[config.mk]
export PLATFORM = sky130hd
export DESIGN_NAME = aie_rx
export DESIGN_NICKNAME = d
export VERILOG_FILES = /design/src/rtl/aie_pkg.sv /design/src/rtl/aie_rx.sv
export SDC_FILE = /design/constraint.sdc
export NUM_CORES = 1
export LEC_CHECK = 0
export ABC_AREA = 0
export BUFFER_PORTS_ARGS = -buffer_cell sky130_fd_sc_hd__buf_2
export CORE_ASPECT_RATIO = 0.9
export CORE_MARGIN = 1.5
export CORE_UTILIZATION = 51
export DETAILED_ROUTE_END_ITERATION = 8
export GPL_TIMING_DRIVEN = 0
export PLACE_DENSITY = 0.72
export SYNTH_ARGS = -nofsm -noshare
export SYNTH_HDL_FRONTEND = slang
export SYNTH_SLANG_ARGS = --single-unit
[constraint.sdc]
create_clock -name clock -period 6.8 [get_ports clock]
set_clock_uncertainty 0.15 [all_clocks]
set_input_delay 0.34 -clock clock [delete_from_list [all_inputs] [get_ports clock]]
set_output_delay 0.34 -clock clock [all_outputs]
set_load 0.02 [all_outputs]
[src/rtl/aie_pkg.sv]
// shared types, constants and helpers for the arp / icmp echo responder
package aie_pkg;

   localparam int DEF_MAX_FRAME = 1514;

   localparam logic [47:0] RST_MY_MAC = 48'h020000000001;
   localparam logic [31:0] RST_MY_IP  = 32'h0a000002;

   localparam logic [15:0] ETH_TYPE_ARP  = 16'h0806;
   localparam logic [15:0] ETH_TYPE_IPV4 = 16'h0800;
   localparam logic [15:0] ARP_OPER_REQ  = 16'h0001;
   localparam logic [7:0]  ARP_OPER_REP  = 8'h02;
   localparam logic [7:0]  IP_PROTO_ICMP = 8'h01;
   localparam logic [7:0]  ICMP_ECHO_REQ = 8'h08;
   localparam logic [3:0]  IHL_MIN       = 4'd5;

   localparam logic        OP_BYTE = 1'b0;
   localparam logic        OP_TICK = 1'b1;

   localparam logic        CSR_MY_MAC = 1'b0;
   localparam logic        CSR_MY_IP  = 1'b1;

   typedef enum logic {
      KIND_ARP,
      KIND_ECHO
   } kind_type;

   // reply descriptor handed from the receive side to the transmit side
   typedef struct packed {
      logic        valid;
      kind_type    kind;
      logic [6:0]  hend;
      logic [15:0] ip_chk;
      logic [15:0] icmp_chk;
   } reply_type;

   function automatic logic [7:0] mac_byte(input logic [47:0] mac, input logic [2:0] k);
      logic [5:0] base;
      base = 6'd47 - {k, 3'b000};
      return mac[base -: 8];
   endfunction

   function automatic logic [7:0] ip_byte(input logic [31:0] ip, input logic [1:0] k);
      logic [4:0] base;
      base = 5'd31 - {k, 3'b000};
      return ip[base -: 8];
   endfunction

endpackage

[src/rtl/aie_rx.sv]
// receive side: stores frame bytes, picks out header fields, sums checksums, judges the frame
module aie_rx import aie_pkg::*; #(
   parameter int MAX_FRAME = DEF_MAX_FRAME,
   localparam int CW = $clog2(MAX_FRAME + 1),
   localparam int AW = $clog2(MAX_FRAME)
) (
   input  logic          clock,
   input  logic          reset,
   input  logic          byte_valid,
   input  logic [7:0]    byte_data,
   input  logic          byte_last,
   input  logic          pending,
   input  logic [31:0]   my_ip,
   output logic          wr_en,
   output logic [AW-1:0] wr_addr,
   output logic [7:0]    wr_data,
   output logic          judge_busy,
   output reply_type     reply,
   output logic [CW-1:0] reply_len
);

   logic [CW-1:0] cnt_ff, cnt_in, len_ff, len_in;
   logic          discard_ff, discard_in, judge_ff, judge_in;
   logic [15:0]   et_ff, oper_ff, tot_ff;
   logic [31:0]   tip_ff;
   logic [7:0]    proto_ff, type_ff;
   logic [3:0]    ihl_ff;
   logic [6:0]    hend_ff;
   logic [15:0]   ipsum_ff, ipsum_in, icsum_ff, icsum_in;

   logic          take, store;
   logic          in_ip, in_ic, zero_ip, zero_ic;
   logic [15:0]   val16, ip_base, ic_base, ip_add, ic_add;
   logic [16:0]   ip_s, ic_s;
   logic [CW-1:0] hend_w;
   logic          ok_arp, ok_echo;

   assign hend_w = CW'(hend_ff);

   always_comb begin
      take  = byte_valid && !pending && !discard_ff;
      store = take && (cnt_ff < CW'(MAX_FRAME));
      val16 = cnt_ff[0] ? {8'h00, byte_data} : {byte_data, 8'h00};

      in_ip   = (cnt_ff == CW'(14)) || ((cnt_ff > CW'(14)) && (cnt_ff < hend_w));
      zero_ip = (cnt_ff == CW'(24)) || (cnt_ff == CW'(25));
      in_ic   = (cnt_ff > CW'(14)) && (cnt_ff >= hend_w) &&
                (16'(cnt_ff - CW'(14)) < tot_ff);
      zero_ic = (cnt_ff == hend_w) || (cnt_ff == hend_w + CW'(2)) ||
                (cnt_ff == hend_w + CW'(3));

      ip_add = (in_ip && !zero_ip) ? val16 : 16'h0000;
      ic_add = (in_ic && !zero_ic) ? val16 : 16'h0000;

      // a fresh frame starts its sums from zero
      ip_base = (cnt_ff == '0) ? 16'h0000 : ipsum_ff;
      ic_base = (cnt_ff == '0) ? 16'h0000 : icsum_ff;
      ip_s    = {1'b0, ip_base} + {1'b0, ip_add};
      ic_s    = {1'b0, ic_base} + {1'b0, ic_add};

      ipsum_in = ipsum_ff;
      icsum_in = icsum_ff;
      if (store) begin
         ipsum_in = ip_s[15:0] + 16'(ip_s[16]);
         icsum_in = ic_s[15:0] + 16'(ic_s[16]);
      end

      cnt_in     = cnt_ff;
      discard_in = discard_ff;
      judge_in   = 1'b0;
      len_in     = len_ff;
      if (byte_valid && (pending || discard_ff)) begin
         discard_in = !byte_last;
         cnt_in     = '0;
      end else if (take) begin
         if (byte_last) begin
            cnt_in   = '0;
            judge_in = 1'b1;
            len_in   = store ? cnt_ff + CW'(1) : cnt_ff;
         end else if (store) begin
            cnt_in = cnt_ff + CW'(1);
         end
      end
   end

   always_ff @(posedge clock) begin
      if (reset) begin
         cnt_ff     <= '0;
         discard_ff <= 1'b0;
         judge_ff   <= 1'b0;
      end else begin
         cnt_ff     <= cnt_in;
         discard_ff <= discard_in;
         judge_ff   <= judge_in;
      end
   end

   always_ff @(posedge clock) begin
      len_ff   <= len_in;
      ipsum_ff <= ipsum_in;
      icsum_ff <= icsum_in;
      if (store) begin
         if (cnt_ff == CW'(12)) et_ff[15:8]    <= byte_data;
         if (cnt_ff == CW'(13)) et_ff[7:0]     <= byte_data;
         if (cnt_ff == CW'(14)) begin
            ihl_ff  <= byte_data[3:0];
            hend_ff <= 7'd14 + {1'b0, byte_data[3:0], 2'b00};
         end
         if (cnt_ff == CW'(16)) tot_ff[15:8]   <= byte_data;
         if (cnt_ff == CW'(17)) tot_ff[7:0]    <= byte_data;
         if (cnt_ff == CW'(20)) oper_ff[15:8]  <= byte_data;
         if (cnt_ff == CW'(21)) oper_ff[7:0]   <= byte_data;
         if (cnt_ff == CW'(23)) proto_ff       <= byte_data;
         if (cnt_ff == CW'(38)) tip_ff[31:24]  <= byte_data;
         if (cnt_ff == CW'(39)) tip_ff[23:16]  <= byte_data;
         if (cnt_ff == CW'(40)) tip_ff[15:8]   <= byte_data;
         if (cnt_ff == CW'(41)) tip_ff[7:0]    <= byte_data;
         if ((cnt_ff > CW'(14)) && (cnt_ff == hend_w)) type_ff <= byte_data;
      end
   end

   always_comb begin
      ok_arp  = (et_ff == ETH_TYPE_ARP) && (len_ff >= CW'(42)) &&
                (oper_ff == ARP_OPER_REQ) && (tip_ff == my_ip);
      ok_echo = (et_ff == ETH_TYPE_IPV4) && (len_ff >= CW'(34)) &&
                (proto_ff == IP_PROTO_ICMP) && (ihl_ff >= IHL_MIN) &&
                (len_ff >= hend_w + CW'(8)) && (type_ff == ICMP_ECHO_REQ);
      reply.valid    = judge_ff && (ok_arp || ok_echo);
      reply.kind     = ok_arp ? KIND_ARP : KIND_ECHO;
      reply.hend     = hend_ff;
      reply.ip_chk   = ~ipsum_ff;
      reply.icmp_chk = ~icsum_ff;
   end

   assign reply_len  = len_ff;
   assign judge_busy = judge_ff;
   assign wr_en      = store;
   assign wr_addr    = cnt_ff[AW-1:0];
   assign wr_data    = byte_data;

endmodule

Yosys cells after proc, flatten, opt, wreduce, memory -nomap -nowiden
Cells that the tools add are included.
Operators by class
  muxes and demuxes: 9
  reductions and logical operators: 47
  bitwise operators: 4
  equality and inequality tests: 23
  add/subtract/negate cells: 10
  order comparisons: 9
Operators with widths (number)
  2-to-1 mux 16 bit: 5
  equality test 11 x 5 -> 1 bit, second input constant: 7
  equality test 11 x 6 -> 1 bit, second input constant: 4
  adder 16 x 16 -> 17 bit: 2
  equality test 11 x 4 -> 1 bit, second input constant: 3
  adder 16 x 1 -> 16 bit: 2
  equality test 16 x 12 -> 1 bit, second input constant: 2
  equality test 32 bit: 1
  inverter 16 bit: 2
  AND reduction 2 bit: 13
  equality test 11 x 8 -> 1 bit: 2
  >= comparator 11 x 6 -> 1 bit, second input constant: 2
  2-to-1 mux 11 bit: 2
  logical AND 1 bit: 19
  adder 7 x 2 -> 8 bit, second input constant: 2
  equality test 16 x 1 -> 1 bit, second input constant: 1
  less-than comparator 16 bit: 1
  subtractor 11 x 4 -> 12 bit, second input constant: 1
  adder 11 x 1 -> 11 bit, second input constant: 1
  equality test 11 x 7 -> 1 bit: 1
  >= comparator 11 x 7 -> 1 bit: 1
  >= comparator 11 x 8 -> 1 bit: 1
  > comparator 11 x 4 -> 1 bit, second input constant: 1
  logical NOT 11 bit: 1
  14 further kinds: 25
Word-level totals
  logic and storage cells: 122
  input port bits: 45
  flip-flop bits (word level): 163
  output and inout bits: 73

Longest topological paths before layout
  word-level depth: 9
  depth in mapped cells: 29
  depth with buffers taken out: 27

Worst setup path before layout
Ideal clock, no wire load.
  path kind: register -> register
  from: register cnt_ff[9], in the netlist wr_addr[9]
  to: register icsum_ff[15], data pin
  cell stages (with the launch flop): 29
  path slack: 0.219 ns
  path buffers: 3
  library setup time: 0.268 ns
  clock period less this slack: 6.581 ns
  data required time: 6.382 ns
  data arrival time: 6.163 ns
  cell sequence: dfxtp_1 buf_2 or3_1 clkbuf_1 nor4_2 and2_1 ha_1 a21oi_1 nor2b_1 o21ai_0 and3_1 o2111ai_1 clkbuf_1 a2111oi_0 fa_1 a211oi_2 o21ai_1 a211o_1 a41oi_1 a21oi_1 o21ai_0 nand2b_1 ha_1 and3_1 nand3_1 a2111oi_4 nand3_2 nor3_2 xnor3_1
Between the ends
  longest elaborated chain between the ends: 8
  elaborated cells on any way between the ends: 18
  those cells by class: add/sub: 3; order compare: 3; eq/ne: 3; mux: 2; reduce/logical: 7
RTL lines
  start, declared: RTL line aie_rx.sv:22  | logic [CW-1:0] cnt_ff, cnt_in, len_ff, len_in;
  start signal, assigned: RTL line aie_rx.sv:92  | cnt_ff <= cnt_in;
  branches (longest 6 deep; another with less-than comparator 16 bit)
  adder 16 x 16 -> 17 bit *: RTL line aie_rx.sv:59  | ic_s = {1'b0, ic_base} + {1'b0, ic_add};
  adder 16 x 1 -> 16 bit *: RTL line aie_rx.sv:65  | icsum_in = ic_s[15:0] + 16'(ic_s[16]);
  end signal, assigned: RTL line aie_rx.sv:101  | icsum_ff <= icsum_in;
  end, declared: RTL line aie_rx.sv:29  | logic [15:0] ipsum_ff, ipsum_in, icsum_ff, icsum_in;
Every way passes the cells marked *.
A chain may end at the register's enable or synchronous reset.

Worst setup path after layout
  from: register cnt_ff[0], in the netlist wr_addr[0]
  to: register icsum_ff[15], data pin
Same word-level chain as after synthesis.

==> metrics.txt <==
status=completed; first-pass GRT wire length=36,660 µm; Post-Syn Instances=901; Final min period=6.478 ns; chip height=134.2 µm; CTS Buf Count=17; worst hold-check path type=input port to flip-flop; final setup violating endpoints=0; CP endpoint=icsum_ff[15]; number of synthesized register bits=161; RR Endpoint=icsum_ff[15]; Post-Route WL=23,420 µm; Pleak=4.694 nW; initial antenna violation count=0; synthesized cell area=9757 µm²; Via Count=7,378; detailed placement HPWL=16,730 µm; clk slew on worst S/H paths=0.07 ns; clock network fraction of total power=0.421; Die W=148.8 µm; sequential area share after synthesis=0.4822; Clock Path Buffers=2; DRC=0; Worst R2R Path Depth=24; crit path from=wr_addr[0]; DRT iter0 DRCs=576; antenna cells=0; r2r setup slk=0.32 ns; Final #Nets=1,161; Avg Cell Area, Syn=10.83 µm²; R2R Path Start=wr_addr[0]; GRT Util Overall=0.2389; crit path max fanout=11; count of cell types in the netlist=71; First-pass DRT Iterations=5; Internal Power=0.001626 W; setup TNS=0 ns; Yosys Warn Count=0; dpl ws=-1.036 ns; clock latency on the worst-skew pair=0.43 ns; ys async rst share=0; deepest level of the CTS H-tree=4; CP startpoint kind=flip-flop; slew of the pin with the lowest slew margin=0.9675 ns; max-cap check violation count=0; area delta synth->final=17.09%; Synth Flop Type=edfxtp_1; die area=19,970 µm²; peak supply drop=0.1640 mV; worst setup margin=0.3221 ns; core area=18,580 µm²; PortBufs=115; combinational share of power=0.072; Switching Power=0.0005347 W; pin count of the biggest net entering global routing=25; fin crit share=0.9526; RD Place Congestion=0.9213; Post-synth EDFFs=148; Routed Antenna Nets=0; Max Slew Vio Count=0; Hold Fails Final Rpt=0; Starting Density=0.5250; critical path data required time=6.82 ns; Slew headroom=0.3468; Sequential Power Share=0.507; grt total ovfl=0; Max Clk Rate=154.4 MHz; Data arrival, critical path=6.50 ns; CTS Root Cell=clkbuf_16; switch share=0.2475; share of cells above drive strength 1=0.2102; Core Util, Final=0.6148; drt via density=5.671; TritonCTS clock tree=yes; post-synth net total=1,019; Worst Path Class, Setup=flip-flop to flip-flop; row cnt=47; number of global-route vias before repair=7,007; Worst Setup End Kind=flip-flop; # clock sinks=161; P per Cell Area=189.1 nW/µm²; Avg WL per Cell=18.00 µm; Top Ports=118
[power groups by stage]
stage	Sequential, W	Combinational [W]	Clock [W]
6_report	0.00110	0.000155	0.000910
5_1_grt	0.00110	0.000169	0.000964
4_1_cts	0.00110	0.000154	0.000921
3_5_place_dp	0.00112	0.000151	0
3_3_place_gp	0.00112	0.000148	0
2_1_floorplan	0.00112	0.0000846	0
[state kept, by name, summed over array words and instances, names as in the netlist]
signal and count:
discard_ff 1, et_ff 16, hend_ff 5, icsum_ff 16, ihl_ff 4, ipsum_ff 16, judge_busy 1, oper_ff 16
proto_ff 8, reply_len 11, tip_ff 32, tot_ff 16, type_ff 8, wr_addr 11
[logic make-up after synthesis]
kind of cell | Yosys count | synth area share
AO/OA/AOI/OAI | 190 | 0.1302
XOR/XNOR | 100 | 0.09259
adder cells (fa/ha/maj) | 73 | 0.09515
buffers and inverters | 111 | 0.04706
flip-flops | 161 | 0.4822
multiplexers | 2 | 0.002052
other | 2 | 0.0007697
AND/OR/NAND/NOR | 262 | 0.1500
[Yosys cell counts, types with 13 or more instances]
cell type / instances / share of area
xor2_1: 44 / 0.039
nor3_1: 37 / 0.019
nand2_1: 30 / 0.012
xnor2_1: 54 / 0.048
o21ai_0: 33 / 0.017
a21o_1: 16 / 0.012
nand4_1: 22 / 0.014
clkbuf_1: 22 / 0.0085
a21oi_1: 69 / 0.035
ha_1: 71 / 0.091
and2_1: 16 / 0.010
edfxtp_1: 148 / 0.46
inv_1: 71 / 0.027
nor2_1: 51 / 0.020
dfxtp_1: 13 / 0.027
nand3_1: 27 / 0.014
nor4_1: 17 / 0.011
and3_1: 13 / 0.0083
a2111oi_0: 18 / 0.016
[metrics by stage]
step	hold WS, ns	total power [W]	area [µm²]	instances
final	0.1009	0.002160	11420	1301
after CTS	0.09189	0.002171	11310	1300
after floorplan	0.2616	0.001205	9757	901
after global routing	0.1422	0.002229	11420	1301
after global placement	0.3632	0.001265	10640	1261
after detailed placement	0.3788	0.001269	10660	1262
[what timing repair did]
| action | in CTS | in global routing |
|---|---|---|
| resized for setup | 15 | 37 |
| buffers inserted | 4 | 2 |
| setup endpoints to repair | 15 | 17 |
| hold endpoints to repair | 2 | 0 |
| pin swaps | 4 | 7 |
| hold buffers | 2 | 0 |
[worst max-delay path, stage by stage (launching register included)]
cell and delay, ns:
dfxtp_1 0.50, clkinv_1 0.47, clkbuf_2 0.38, ha_1 0.33, nor2_1 0.20, nor4_1 0.09, nand4_1 0.20, o2111ai_4 0.20
buf_6 0.21, a2111oi_2 0.46, ha_2 0.33, o21ai_0 0.15, a21oi_1 0.20, a211o_1 0.20, a41oi_2 0.20, a21oi_2 0.20
o21ai_0 0.09, nand2b_1 0.08, ha_1 0.20, and3_4 0.21, nand3_2 0.13, a2111oi_4 0.39, nand3_2 0.18, nor3_4 0.22
xnor3_1 0.22
[layer usage]
layer | part of all wire | track usage | vias up
li1 | - | - | 3616
met1 | 0.45 | 0.3284 | 3479
met5 | 0 | 0 | -
met4 | 0.0079 | 0.05666 | 0
met2 | 0.47 | 0.3925 | 265
met3 | 0.068 | 0.04524 | 18
[placed cells by master (no fill, tap or decap), types with 17 or more instances in the layout]
| master | Yosys | routed |
|---|---|---|
| xor2_1 | 44 | 44 |
| nor3_1 | 37 | 36 |
| o21ai_0 | 33 | 33 |
| nand3_1 | 27 | 26 |
| a21oi_1 | 69 | 66 |
| clkbuf_16 | 0 | 17 |
| edfxtp_1 | 148 | 148 |
| nor2_1 | 51 | 50 |
| buf_2 | 4 | 120 |
| inv_1 | 71 | 71 |
| ha_1 | 71 | 66 |
| nor4_1 | 17 | 17 |
| nand4_1 | 22 | 22 |
| xnor2_1 | 54 | 54 |
| nand2_1 | 30 | 30 |
[layout make-up]
class	instances	area (µm²)
Fill cell	1519	7158
Multi-Input combinational cell	629	4720
Sequential cell	161	4706
Timing Repair Buffer	124	660.6
Clock buffer	19	432.9
Tap cell	245	306.5
Inverter	72	270.3
Buffer	38	206.4
Clock inverter	13	122.6
[how the worst min path moves through the flow]
stage                     slack (ns)  cells after the start         end        from
after floorplan                 0.26                      1  judge_busy       reset
after global placement          0.36                      2  discard_ff  discard_ff
after detailed placement        0.38                      2  discard_ff  discard_ff
after CTS                       0.09                      3  discard_ff     pending
after global routing            0.14                      3  discard_ff     pending
final                           0.10                      3  discard_ff     pending
Note: power is estimated with default switching activity, not from simulation.
